===== config.mk =====
export PLATFORM = sky130hd
export DESIGN_NAME = pqe_front
export DESIGN_NICKNAME = d
export VERILOG_FILES = /design/src/sv/pqe_pkg.sv /design/src/sv/pqe_front.sv
export SDC_FILE = /design/constraint.sdc
export NUM_CORES = 1
export LEC_CHECK = 0
export ABC_AREA = 1
export BUFFER_PORTS_ARGS = -buffer_cell sky130_fd_sc_hd__clkbuf_2
export CAP_MARGIN = 20
export CORE_ASPECT_RATIO = 1.25
export CORE_MARGIN = 5
export CORE_UTILIZATION = 58
export CTS_BUF_LIST = sky130_fd_sc_hd__clkbuf_8
export DETAILED_ROUTE_END_ITERATION = 10
export PLACE_DENSITY = 0.87
export SETUP_SLACK_MARGIN = 0.15
export SYNTH_ARGS = -nofsm -noshare
export SYNTH_HDL_FRONTEND = slang
export SYNTH_SLANG_ARGS = --single-unit

===== constraint.sdc =====
create_clock -name clk -period 23.1 [get_ports clk]
set_clock_uncertainty 0.1 [all_clocks]
set_input_delay 3.465 -clock clk [delete_from_list [all_inputs] [get_ports clk]]
set_output_delay 3.465 -clock clk [all_outputs]
set_load 0.01 [all_outputs]

===== src/sv/pqe_pkg.sv =====
package pqe_pkg;

  localparam int CoordW = 20;
  localparam int IndexW = 16;
  localparam int ThickW = 12;
  localparam int ColorW = 32;
  localparam int CfgIdxW = 1;
  localparam int DeltaW = CoordW + 1;
  localparam int MagW = CoordW;
  localparam int SqW = 2 * DeltaW;
  localparam int RadW = SqW + 16;
  localparam int RootW = RadW / 2;
  localparam int NumW = MagW + ThickW + 9;
  localparam int DenW = RootW + 1;
  localparam int QuotW = NumW + 1;
  localparam logic signed [CoordW-1:0] CoordMin = {1'b1, {(CoordW-1){1'b0}}};
  localparam logic signed [CoordW-1:0] CoordMax = {1'b0, {(CoordW-1){1'b1}}};

  localparam logic [CfgIdxW-1:0] RegColor = 1'b0;
  localparam logic [CfgIdxW-1:0] RegThick = 1'b1;

  typedef struct packed {
    logic                     kind;
    logic signed [CoordW-1:0] point_x;
    logic signed [CoordW-1:0] point_y;
    logic                     last_point;
  } in_req_t;

  typedef struct packed {
    logic signed [CoordW-1:0] v0_x;
    logic signed [CoordW-1:0] v0_y;
    logic signed [CoordW-1:0] v1_x;
    logic signed [CoordW-1:0] v1_y;
    logic signed [CoordW-1:0] v2_x;
    logic signed [CoordW-1:0] v2_y;
    logic signed [CoordW-1:0] v3_x;
    logic signed [CoordW-1:0] v3_y;
    logic [ColorW-1:0]        vertex_color;
    logic [IndexW-1:0]        base_index;
    logic                     last_of_run;
  } out_req_t;

  // One segment job handed from the front end to the segment engine.
  typedef struct packed {
    logic signed [CoordW-1:0] sx;
    logic signed [CoordW-1:0] sy;
    logic signed [CoordW-1:0] ex;
    logic signed [CoordW-1:0] ey;
    logic                     last;
    logic                     clear;
  } seg_job_t;

  function automatic logic signed [CoordW-1:0] sat_coord(
    input logic signed [CoordW+1:0] v
  );
    logic signed [CoordW+1:0] lo;
    logic signed [CoordW+1:0] hi;
    lo = {{2{CoordMin[CoordW-1]}}, CoordMin};
    hi = {2'b00, CoordMax};
    if (v < lo) begin
      return CoordMin;
    end else if (v > hi) begin
      return CoordMax;
    end
    return v[CoordW-1:0];
  endfunction

endpackage


===== src/sv/pqe_front.sv =====
module pqe_front (
  input  logic             clk,
  input  logic             rst,
  input  logic             in_valid,
  input  pqe_pkg::in_req_t in_req,
  output logic             in_ready,
  output logic             job_valid,
  output pqe_pkg::seg_job_t job,
  input  logic             job_ready
);

  logic signed [pqe_pkg::CoordW-1:0] first_x;
  logic signed [pqe_pkg::CoordW-1:0] first_y;
  logic signed [pqe_pkg::CoordW-1:0] prev_x;
  logic signed [pqe_pkg::CoordW-1:0] prev_y;
  logic                              started;
  logic                              close_pend;
  logic                              hold_valid;
  pqe_pkg::seg_job_t                 hold;

  // The closing segment is issued as a second job after the last point.
  assign in_ready  = !close_pend && (!hold_valid || job_ready);
  assign job_valid = hold_valid;
  assign job       = hold;

  always_ff @(posedge clk) begin
    if (rst) begin
      started    <= 1'b0;
      close_pend <= 1'b0;
      hold_valid <= 1'b0;
      first_x    <= '0;
      first_y    <= '0;
      prev_x     <= '0;
      prev_y     <= '0;
    end else begin
      if (hold_valid && job_ready) begin
        hold_valid <= 1'b0;
      end
      if (close_pend && (!hold_valid || job_ready)) begin
        hold       <= '{sx: prev_x, sy: prev_y, ex: first_x, ey: first_y,
                        last: 1'b1, clear: 1'b0};
        hold_valid <= 1'b1;
        close_pend <= 1'b0;
      end else if (in_valid && in_ready) begin
        if (in_req.kind) begin
          hold       <= '{sx: '0, sy: '0, ex: '0, ey: '0, last: 1'b0, clear: 1'b1};
          hold_valid <= 1'b1;
        end else if (!started) begin
          first_x <= in_req.point_x;
          first_y <= in_req.point_y;
          prev_x  <= in_req.point_x;
          prev_y  <= in_req.point_y;
          started <= !in_req.last_point;
        end else begin
          hold       <= '{sx: prev_x, sy: prev_y, ex: in_req.point_x,
                          ey: in_req.point_y, last: 1'b0, clear: 1'b0};
          hold_valid <= 1'b1;
          prev_x     <= in_req.point_x;
          prev_y     <= in_req.point_y;
          if (in_req.last_point) begin
            close_pend <= 1'b1;
            started    <= 1'b0;
          end
        end
      end
    end
  end

endmodule


==> results of run 1 <==
## flip-flops by register name (all words and copies together), names as in the netlist
register / flops
job: 82
first_x: 20
first_y: 20
prev_x: 20
prev_y: 20
close_pend: 1
job_valid: 1
started: 1
## how the worst max path moves through the flow
stage               startpoint              endpoint  slack, ps  cells past startpoint
finish               job_ready              in_ready      15470                      6
global route         job_ready              in_ready      15400                      6
floorplan            job_ready  job[0]$_SDFFCE_PP0P_      12710                      4
CTS                  job_ready              in_ready      15470                      6
detailed placement   job_ready              in_ready      15470                      6
global placement     job_ready              in_ready      15500                      6
## worst reg2reg max path, cell delays in order, from the launching register on
cell	delay, ps
dfxtp_1	350
nand2_2	110
nand2_2	70
buf_4	580
inv_2	120
nor2_4	520
buf_16	240
nor2_1	60
## power groups by stage
| stage | Combinational, W | Clock, W | Sequential [W] |
|---|---|---|---|
| final | 0.0000626 | 0.000205 | 0.000329 |
| after detailed placement | 0.0000618 | 0 | 0.000336 |
| after CTS | 0.0000626 | 0.000210 | 0.000330 |
| after global routing | 0.0000719 | 0.000223 | 0.000331 |
| after floorplan | 0.0000399 | 0 | 0.000340 |
| after global placement | 0.0000597 | 0 | 0.000336 |
## cell usage in the layout (no fill, tap or decap)
| cell | instances |
|---|---|
| a211oi_4 | 1 |
| nand4_4 | 1 |
| inv_6 | 4 |
| o21ai_1 | 30 |
| clkbuf_2 | 129 |
| clkinv_2 | 2 |
| clkinv_1 | 1 |
| edfxtp_1 | 82 |
| inv_2 | 5 |
| buf_4 | 4 |
| buf_16 | 1 |
| nand3_1 | 40 |
| nor2_4 | 1 |
| nand2_1 | 124 |
| clkbuf_8 | 18 |
| inv_1 | 123 |
| buf_12 | 1 |
| o21ai_0 | 51 |
| a21oi_1 | 1 |
| bufinv_16 | 2 |
| dfxtp_1 | 83 |
| nand4_1 | 1 |
| clkinv_4 | 2 |
| clkinvlp_4 | 3 |
| nor2_1 | 167 |
| nand2_2 | 2 |
## layout make-up
cell class                 count  area share (%)
inverter                     128            6.27
clock inverter                14            1.94
clock buffer                  18            3.23
tap                          135            2.20
sequential                   165            53.8
timing repair buffer         135            9.43
multi-input combinational    419            23.1
## logic make-up (layout without fill, tap and decap cells)
logic type	Yosys count	count (layout)	share of synthesized area (%)
DFF	165	165	62.6
buffers and inverters	169	295	10.9
AOI/OAI and AO/OA	83	83	6.34
and+or+nand+nor	336	336	20.2
## metrics by stage
step	cells	total power, W
3_5_place_dp	981	0.000398
3_3_place_gp	980	0.000395
6_report	1014	0.000597
4_1_cts	1013	0.000602
2_1_floorplan	753	0.000380
5_1_grt	1014	0.000625
## metal layers
layer  track usage, %  up-vias  share of wire (%)
li1                 -     2549                  -
met1             23.6     2240                 40
met2             34.1      146                 52
met3             5.83       25                6.2
met4             7.26        0                1.8
met5                0        -                  0
==> summary.txt, run 1 <==
Critical path
  – Crit start category: input pin
  – R2R setup slack: 20710 ps
  – Crit-path max cell delay: 160 ps
  – Worst-path fanout max: 4
  – Buf+Inv Stages, Crit Path: 4
  – CP most frequent cell: clkbuf_2
  – CP Cell Sequence: clkbuf_2 > inv_2 > nand2_2 > inv_1 > nor2_1 > clkbuf_2
  – R2r endpoint: job[62]$_DFFE_PP_
  – Worst-path cell with the longest stage delay: clkbuf_2
  – Critical path arrival: 4060 ps
  – Kind of critical path: input pin to output port
  – Worst r2r src: job_valid$_SDFF_PP0_
  – CP Data Required Time: 19540 ps
  – CP Capture Type: output port
  – R2R depth: 7
  – Crit path max-delay family: buffers and inverters

Cells and area
  – Layout Nets: 912
  – Share of layout cells above drive strength 1: 20.0%
  – Area Growth Syn to Fin: 16.4%
  – Ant. Diodes: 0
  – # fillers: 891
  – Post-route design area: 7670 µm²
  – Multi-input logic area: 1770 µm²
  – Core Util, Final: 68.8%
  – Sequential cell area: 4120 µm²

STA
  – Setup violations, final: 0
  – Final hold violation count: 0
  – Max Clk Rate: 0.131 GHz
  – Worst Max-Slew Pin Slew: 1100 ps
  – Rel. slew slack: 26.6%
  – Final max-slew violation count: 0
  – Worst hold slack: 414 ps
  – Crit share post-route: 33.0%
  – Setup TNS: 0 ps
  – RSZ-0062 raised after global routing: no
  – Min Tclk post-route: 7630 ps
  – Setup ws final: 15470 ps

Placement
  – Hpwl dp: 7.86 mm
  – Port Buf Inserts: 129
  – DP Area: 7240 µm²
  – Worst slack at placement: 15470 ps
  – RD Place Congestion: 0.764

Drt
  – Drt via density: 4.89
  – Wire per inst: 13.1 µm
  – Detailed Routing Iterations Pass 1: 5
  – DRT antenna net count: 0
  – Post-Route WL: 13.3 mm
  – Via Count: 4960
  – Initial DRC count: 278
  – Drt drc: 0

Floorplanning
  – Num ports: 130
  – Initial Util: 59.2%
  – Row Count: 43
  – Core Region: 11100 µm²
  – Die area: 13600 µm²
  – Die Width: 105 µm
  – Die Ht: 129 µm

Clock tree
  – Setup bufs post-CTS: 0
  – TritonCTS Sinks: 165
  – TritonCTS Buffers: 17
  – CTS root buf: clkbuf_8
  – Maximum buffer depth of the clock tree: 2
  – Worst-skew pair later-pin latency: 450 ps
  – CTS-repair resized insts: 0
  – CTS tree: yes
  – Clock-pin slew on the worst setup and hold paths: 70 ps
  – H-tree levels: 4
  – CTS Hold Bufs: 0

Global routing
  – Vias in the first global route: 4489
  – GRT Overall Usage: 19.8%
  – First-pass GRT wire length: 21.3 mm
  – Initial antenna violation count: 0
  – Gr ovfl total: 0
  – Largest net degree at the start of global routing: 84

Hold path
  – Hold Startpoint: first_y[14]$_SDFFE_PP0P_
  – Min-delay worst type: flip-flop to flip-flop
  – Worst Hold Path EP: first_y[14]$_SDFFE_PP0P_
  – Hold depth: 4

Synthesis
  – Distinct cells, synth: 19
  – EDFF count, synth: 82
  – Top-count cell post-synth: nor2_1
  – FFs w/ async S/R, synth: 0%
  – Avg Inst Size Synth: 8.75 µm²
  – Synth cell count leaders: nor2_1 (167), nand2_1 (124), inv_1 (123)
  – #FFs+latches synth: 165
  – Synth Warn #: 0
  – Top-area cell type share of the netlist area: 37.4%
  – Syn Nets: 799
  – Synthesized area: 6590 µm²
  – Synthesized instance count: 753
  – Area leader, netlist: edfxtp_1
  – Area contributors post-synth: edfxtp_1 (37%), dfxtp_1 (25%), nor2_1 (9.5%), nand2_1 (7.1%), inv_1 (7.0%)
  – Seq/Total Area, Yosys: 62.6%
  – Top_reg_cell synth: dfxtp_1

Power
  – Sw Ratio: 25.3%
  – P_leak: 3.62 nW
  – Max VDD drop: 0.0369 mV
  – Seq pwr share: 55.2%
  – Psw: 0.000151 W
  – Power per Cell Area: 77.9 nW/µm²
  – Internal Dissipation: 0.000446 W
  – Clock Power Share: 34.4%
  – Comb pwr share: 10.5%

Run status
  – Status: finished, final reports clean

Run
  – Max-cap viol count: 0
Note: power is estimated with default switching activity, not from simulation.
==> run 2, diff against run 1 <==
- ABC_AREA: 1 -> 0
- CORE_UTILIZATION: 58 -> 52
- PLACE_DENSITY: 0.87 -> 0.82
- clock period: 23.1 -> 6.48 ns (I/O delays scaled with it)
==> summary.txt, run 2 <==
Run status
  – Status: finished, final reports clean

STA
  – RSZ-0062 raised after global routing: no
  – Min Tclk post-route: 3110 ps
  – Max Clk Rate: 0.322 GHz
  – Setup violations, final: 0
  – Rel. slew slack: 35.9%
  – Setup ws final: 3370 ps
  – Final hold violation count: 0
  – Setup TNS: 0 ps
  – Crit share post-route: 47.9%
  – Worst Max-Slew Pin Slew: 958 ps
  – Final max-slew violation count: 0

Drt
  – DRT antenna net count: 0
  – Via Count: 4306
  – Initial DRC count: 173
  – Drt via density: 5.09
  – Detailed Routing Iterations Pass 1: 4
  – Drt drc: 0
  – Post-Route WL: 14.0 mm
  – Wire per inst: 16.5 µm

Floorplanning
  – Die Width: 114 µm
  – Core Region: 13200 µm²
  – Num ports: 130
  – Row Count: 47
  – Die area: 15800 µm²
  – Die Ht: 139 µm
  – Initial Util: 52.9%

Global routing
  – Gr ovfl total: 0
  – Initial antenna violation count: 1
  – Vias in the first global route: 4470
  – GRT Overall Usage: 17.8%
  – First-pass GRT wire length: 22.3 mm
  – Largest net degree at the start of global routing: 126

Run
  – Max-cap viol count: 0

Synthesis
  – Area contributors post-synth: edfxtp_1 (35%), dfxtp_1 (24%), mux2i_1 (11%), nand2b_1 (11%), mux2_2 (6.6%)
  – Syn Nets: 591
  – FFs w/ async S/R, synth: 0%
  – #FFs+latches synth: 165
  – Avg Inst Size Synth: 12.8 µm²
  – Synth cell count leaders: nand2b_1 (122), dfxtp_1 (83), edfxtp_1 (82)
  – Top-count cell post-synth: nand2b_1
  – Top-area cell type share of the netlist area: 35.4%
  – Synthesized instance count: 545
  – EDFF count, synth: 82
  – Distinct cells, synth: 21
  – Top_reg_cell synth: dfxtp_1
  – Area leader, netlist: edfxtp_1
  – Synth Warn #: 0
  – Seq/Total Area, Yosys: 59.2%
  – Synthesized area: 6960 µm²

Placement
  – DP Area: 7700 µm²
  – Port Buf Inserts: 129
  – Worst slack at placement: 2810 ps
  – Hpwl dp: 9.07 mm
  – Dpl cells: 812
  – RD Place Congestion: 0.772

Critical path
  – Worst-path fanout max: 10
  – Crit start category: input pin
  – Worst setup startpoint: job_ready
  – CP Data Required Time: 5410 ps
  – Crit-path max cell delay: 720 ps
  – CP Cell Sequence: clkbuf_2 > nor2b_1 > nor2_1 > clkbuf_2
  – CP most frequent cell: clkbuf_2
  – Worst r2r src: job_valid$_SDFF_PP0_
  – Kind of critical path: input pin to output port
  – CP Capture Type: output port
  – Worst-path cell with the longest stage delay: nor2b_1
  – Critical path arrival: 2030 ps

Cells and area
  – Area Growth Syn to Fin: 17.6%
  – Post-Layout Cell Count: 846
  – Ant. Diodes: 0
  – Max reg flops: 82
  – Post-route design area: 8190 µm²
  – Commonest non-fill, non-tap cell in the layout: clkbuf_2
  – # fillers: 1087
  – Share of layout cells above drive strength 1: 31.0%
  – Commonest non-fill, non-tap cells in the layout: clkbuf_2 (129), nand2b_1 (121), dfxtp_1 (83), edfxtp_1 (82), mux2i_1 (80)
  – Layout Nets: 708

Hold path
  – Min-delay worst type: flip-flop to flip-flop
  – Hold Startpoint: prev_y[7]$_SDFFE_PP0P_

Clock tree
  – CTS tree: yes
  – Worst-skew pair later-pin latency: 430 ps
  – CTS Hold Bufs: 0
  – Maximum buffer depth of the clock tree: 2
  – CTS root buf: clkbuf_8
  – Setup bufs post-CTS: 0
  – TritonCTS Sinks: 165
  – Clock-pin slew on the worst setup and hold paths: 80 ps
  – H-tree levels: 4
  – TritonCTS Buffers: 17
  – CTS-repair resized insts: 0

Power
  – Power per Cell Area: 265 nW/µm²
  – P_leak: 3.46 nW
  – Max VDD drop: 0.131 mV
  – Total power: 0.00217 W
==> run 2: cell type report <==
class	count	area (µm²)	area share (%)
sequential	165	4120	50.4
multi-input combinational	340	2670	32.6
timing repair buffer	135	716	8.74
clock buffer	19	262	3.19
tap	171	214	2.61
clock inverter	13	190	2.32
inverter	3	11.3	0.138
==> run 2: where the power goes <==
part | internal, W | switching, W
logic | 0.0000857 | 0.0000980
clock network | 0.000473 | 0.000351
registers | 0.00114 | 0.0000193
total | 0.00170 | 0.000468
==> run 2: layer usage <==
layer	vias up	wire, µm	global-route usage, %
li1	2076	-	-
met1	2088	5830	21.2
met2	116	7010	30.5
met3	24	864	5.69
met4	2	243	5.76
met5	-	11	0
==> run 2: worst max-delay path, delay by kind of cell <==
kind / cells / cell delay (ps)
AND/OR/NAND/NOR: 2 / 810
buffers and inverters: 2 / 250
==> run 2: cell families (layout without fill, tap and decap cells) <==
group                  Yosys count  count (layout)  share of synthesized area [%]
AO/OA/AOI/OAI                    3               3                          0.305
AND/OR/NAND/NOR                216             216                           19.5
buffers and inverters           40             170                           2.86
multiplexers                   121             121                           18.1
flip-flops                     165             165                           59.2
==> run 2: stage by stage <==
stage               hold slack, ps  util (%)
global route                   393      62.2
floorplan                      344         -
CTS                            375      61.9
global placement               355      58.4
finish                         373      62.2
detailed placement             359      58.4
==> run 2: final timing paths <==
path                                               end  slack [ps]  depth (start not counted)
worst min register to register  prev_y[7]$_SDFFE_PP0P_         370                          2
worst min-delay path            prev_y[7]$_SDFFE_PP0P_         370                          2
worst max register to register       job[31]$_DFFE_PP_        3990                          4
worst max-delay path                          in_ready        3370                          4
==> run 3, diff against run 2 <==
- clock period: 6.48 -> 2.83 ns (I/O delays scaled with it)
==> summary.txt, run 3 (synthesis gave the netlist of run 2 again) <==
Cells and area
  – Layout Nets: 713
  – Area Growth Syn to Fin: 17.3%
  – Ant. Diodes: 0
  – Commonest non-fill, non-tap cell in the layout: clkbuf_2
  – Max reg flops: 82
  – Post-route design area: 8170 µm²
  – Core Util, Final: 62.0%
  – Share of layout cells above drive strength 1: 31.5%
  – Commonest non-fill, non-tap cells in the layout: clkbuf_2 (129), nand2b_1 (121), dfxtp_1 (83), edfxtp_1 (82), mux2i_1 (80)

Power
  – Seq pwr share: 55.9%
  – Comb pwr share: 9.0%
  – Sw Ratio: 22.5%
  – P_leak: 3.44 nW
  – Psw: 0.00107 W
  – Max VDD drop: 0.291 mV
  – Clock Power Share: 35.0%
  – Power per Cell Area: 582 nW/µm²
  – Internal Dissipation: 0.00369 W

Clock tree
  – CTS root buf: clkbuf_8
  – Clock-pin slew on the worst setup and hold paths: 80 ps
  – CTS Hold Bufs: 0
  – CTS-repair resized insts: 0
  – TritonCTS Sinks: 165
  – H-tree levels: 4
  – Worst-skew pair later-pin latency: 440 ps
  – Maximum buffer depth of the clock tree: 2
  – Setup bufs post-CTS: 0
  – TritonCTS Buffers: 17
  – CTS tree: yes

STA
  – Worst Max-Slew Pin Slew: 765 ps
  – Rel. slew slack: 48.6%
  – Crit share post-route: 75.3%
  – Final max-slew violation count: 0
  – Max Clk Rate: 0.469 GHz
  – Final hold violation count: 0
  – RSZ-0062 raised after global routing: no
  – Min Tclk post-route: 2130 ps
  – Setup violations, final: 0

Drt
  – Via Count: 4301
  – Post-Route WL: 14.5 mm
  – Initial DRC count: 142
  – Drt drc: 0
  – DRT antenna net count: 0
  – Detailed Routing Iterations Pass 1: 4
  – Wire per inst: 17.0 µm
  – Drt via density: 5.05

Critical path
  – Crit start category: flip-flop
  – CP Capture Type: flip-flop
  – Crit-path max cell delay: 510 ps
  – Worst-path fanout max: 23
  – Worst-path cell with the longest stage delay: nor2b_1
  – CP Cell Sequence: nor2b_1 > nand2b_2 > buf_4 > mux2_2
  – CP Data Required Time: 2920 ps
  – Kind of critical path: flip-flop to flip-flop
  – Critical path arrival: 2220 ps

Floorplanning
  – Row Count: 47
  – Die Ht: 139 µm
  – Core Region: 13200 µm²
  – Initial Util: 52.9%
  – Die Width: 114 µm
  – Num ports: 130
  – Die area: 15800 µm²

Placement
  – RD Place Congestion: 0.762
  – DP Area: 7780 µm²
  – Port Buf Inserts: 129
  – Hpwl dp: 9.74 mm

Global routing
  – First-pass GRT wire length: 23.4 mm
  – GRT Overall Usage: 18.8%
  – Initial antenna violation count: 0
  – Gr ovfl total: 0
  – Vias in the first global route: 4599
  – Largest net degree at the start of global routing: 56

Run status
  – Status: finished, final reports clean

Hold path
  – Min-delay worst type: input pin to flip-flop

Run
  – Max-cap viol count: 0
-- run 3: changes by cell type in the layout (fill, tap and decap cells not counted), sizes merged --
cell and change:
clkinvlp +2, clkinv +3, inv -2, bufinv -2, buf +5, clkbuf -1
-- run 3: final cells by class --
type / instances / area [µm²]
fill: 1062 / 5000
sequential: 165 / 4120
multi-input combinational: 340 / 2670
timing repair buffer: 140 / 753
clock buffer: 18 / 248
tap: 171 / 214
clock inverter: 14 / 145
inverter: 3 / 11.3
-- run 3: per-layer routing --
metal | share of wire (%) | routed length (µm) | global-route usage [%]
met5 | 0 | 0 | 0
met4 | 1.8 | 267 | 6.58
met3 | 5.8 | 840 | 5.56
met2 | 52 | 7560 | 32.5
met1 | 40 | 5800 | 22.1
-- run 3: power groups by stage --
stage	clock (W)	combinational, W	sequential, W
2_1_floorplan	0	0.000275	0.00272
3_3_place_gp	0	0.000419	0.00271
3_5_place_dp	0	0.000436	0.00271
4_1_cts	0.00171	0.000438	0.00266
5_1_grt	0.00182	0.000471	0.00267
6_report	0.00167	0.000430	0.00266
-- run 3: critical path: cells and delay by family, from the launching register on --
family | cells | cell delay (ps)
multiplexers | 1 | 380
AND/OR/NAND/NOR | 2 | 750
buffers and inverters | 1 | 310
flip-flops | 1 | 330
-- run 3: per-stage QoR --
stage	power (W)	std cells	TNS, ps	setup slack, ps	hold WS, ps
detailed placement	0.00315	819	0	548	357
floorplan	0.00300	545	-47840	-583	344
finish	0.00476	851	0	700	163
global placement	0.00313	819	0	604	357
global route	0.00496	851	0	573	144
CTS	0.00481	851	0	687	143
-- run 3: final timing paths --
check	depth (start not counted)	startpoint	slack, ps	to
worst min-delay path	3	in_req[3]	160	prev_y[2]$_SDFFE_PP0P_
worst max register to register	4	job_valid$_SDFF_PP0_	700	job[30]$_DFFE_PP_
worst min register to register	2	prev_y[17]$_SDFFE_PP0P_	370	prev_y[17]$_SDFFE_PP0P_
worst max-delay path	4	job_valid$_SDFF_PP0_	700	job[30]$_DFFE_PP_
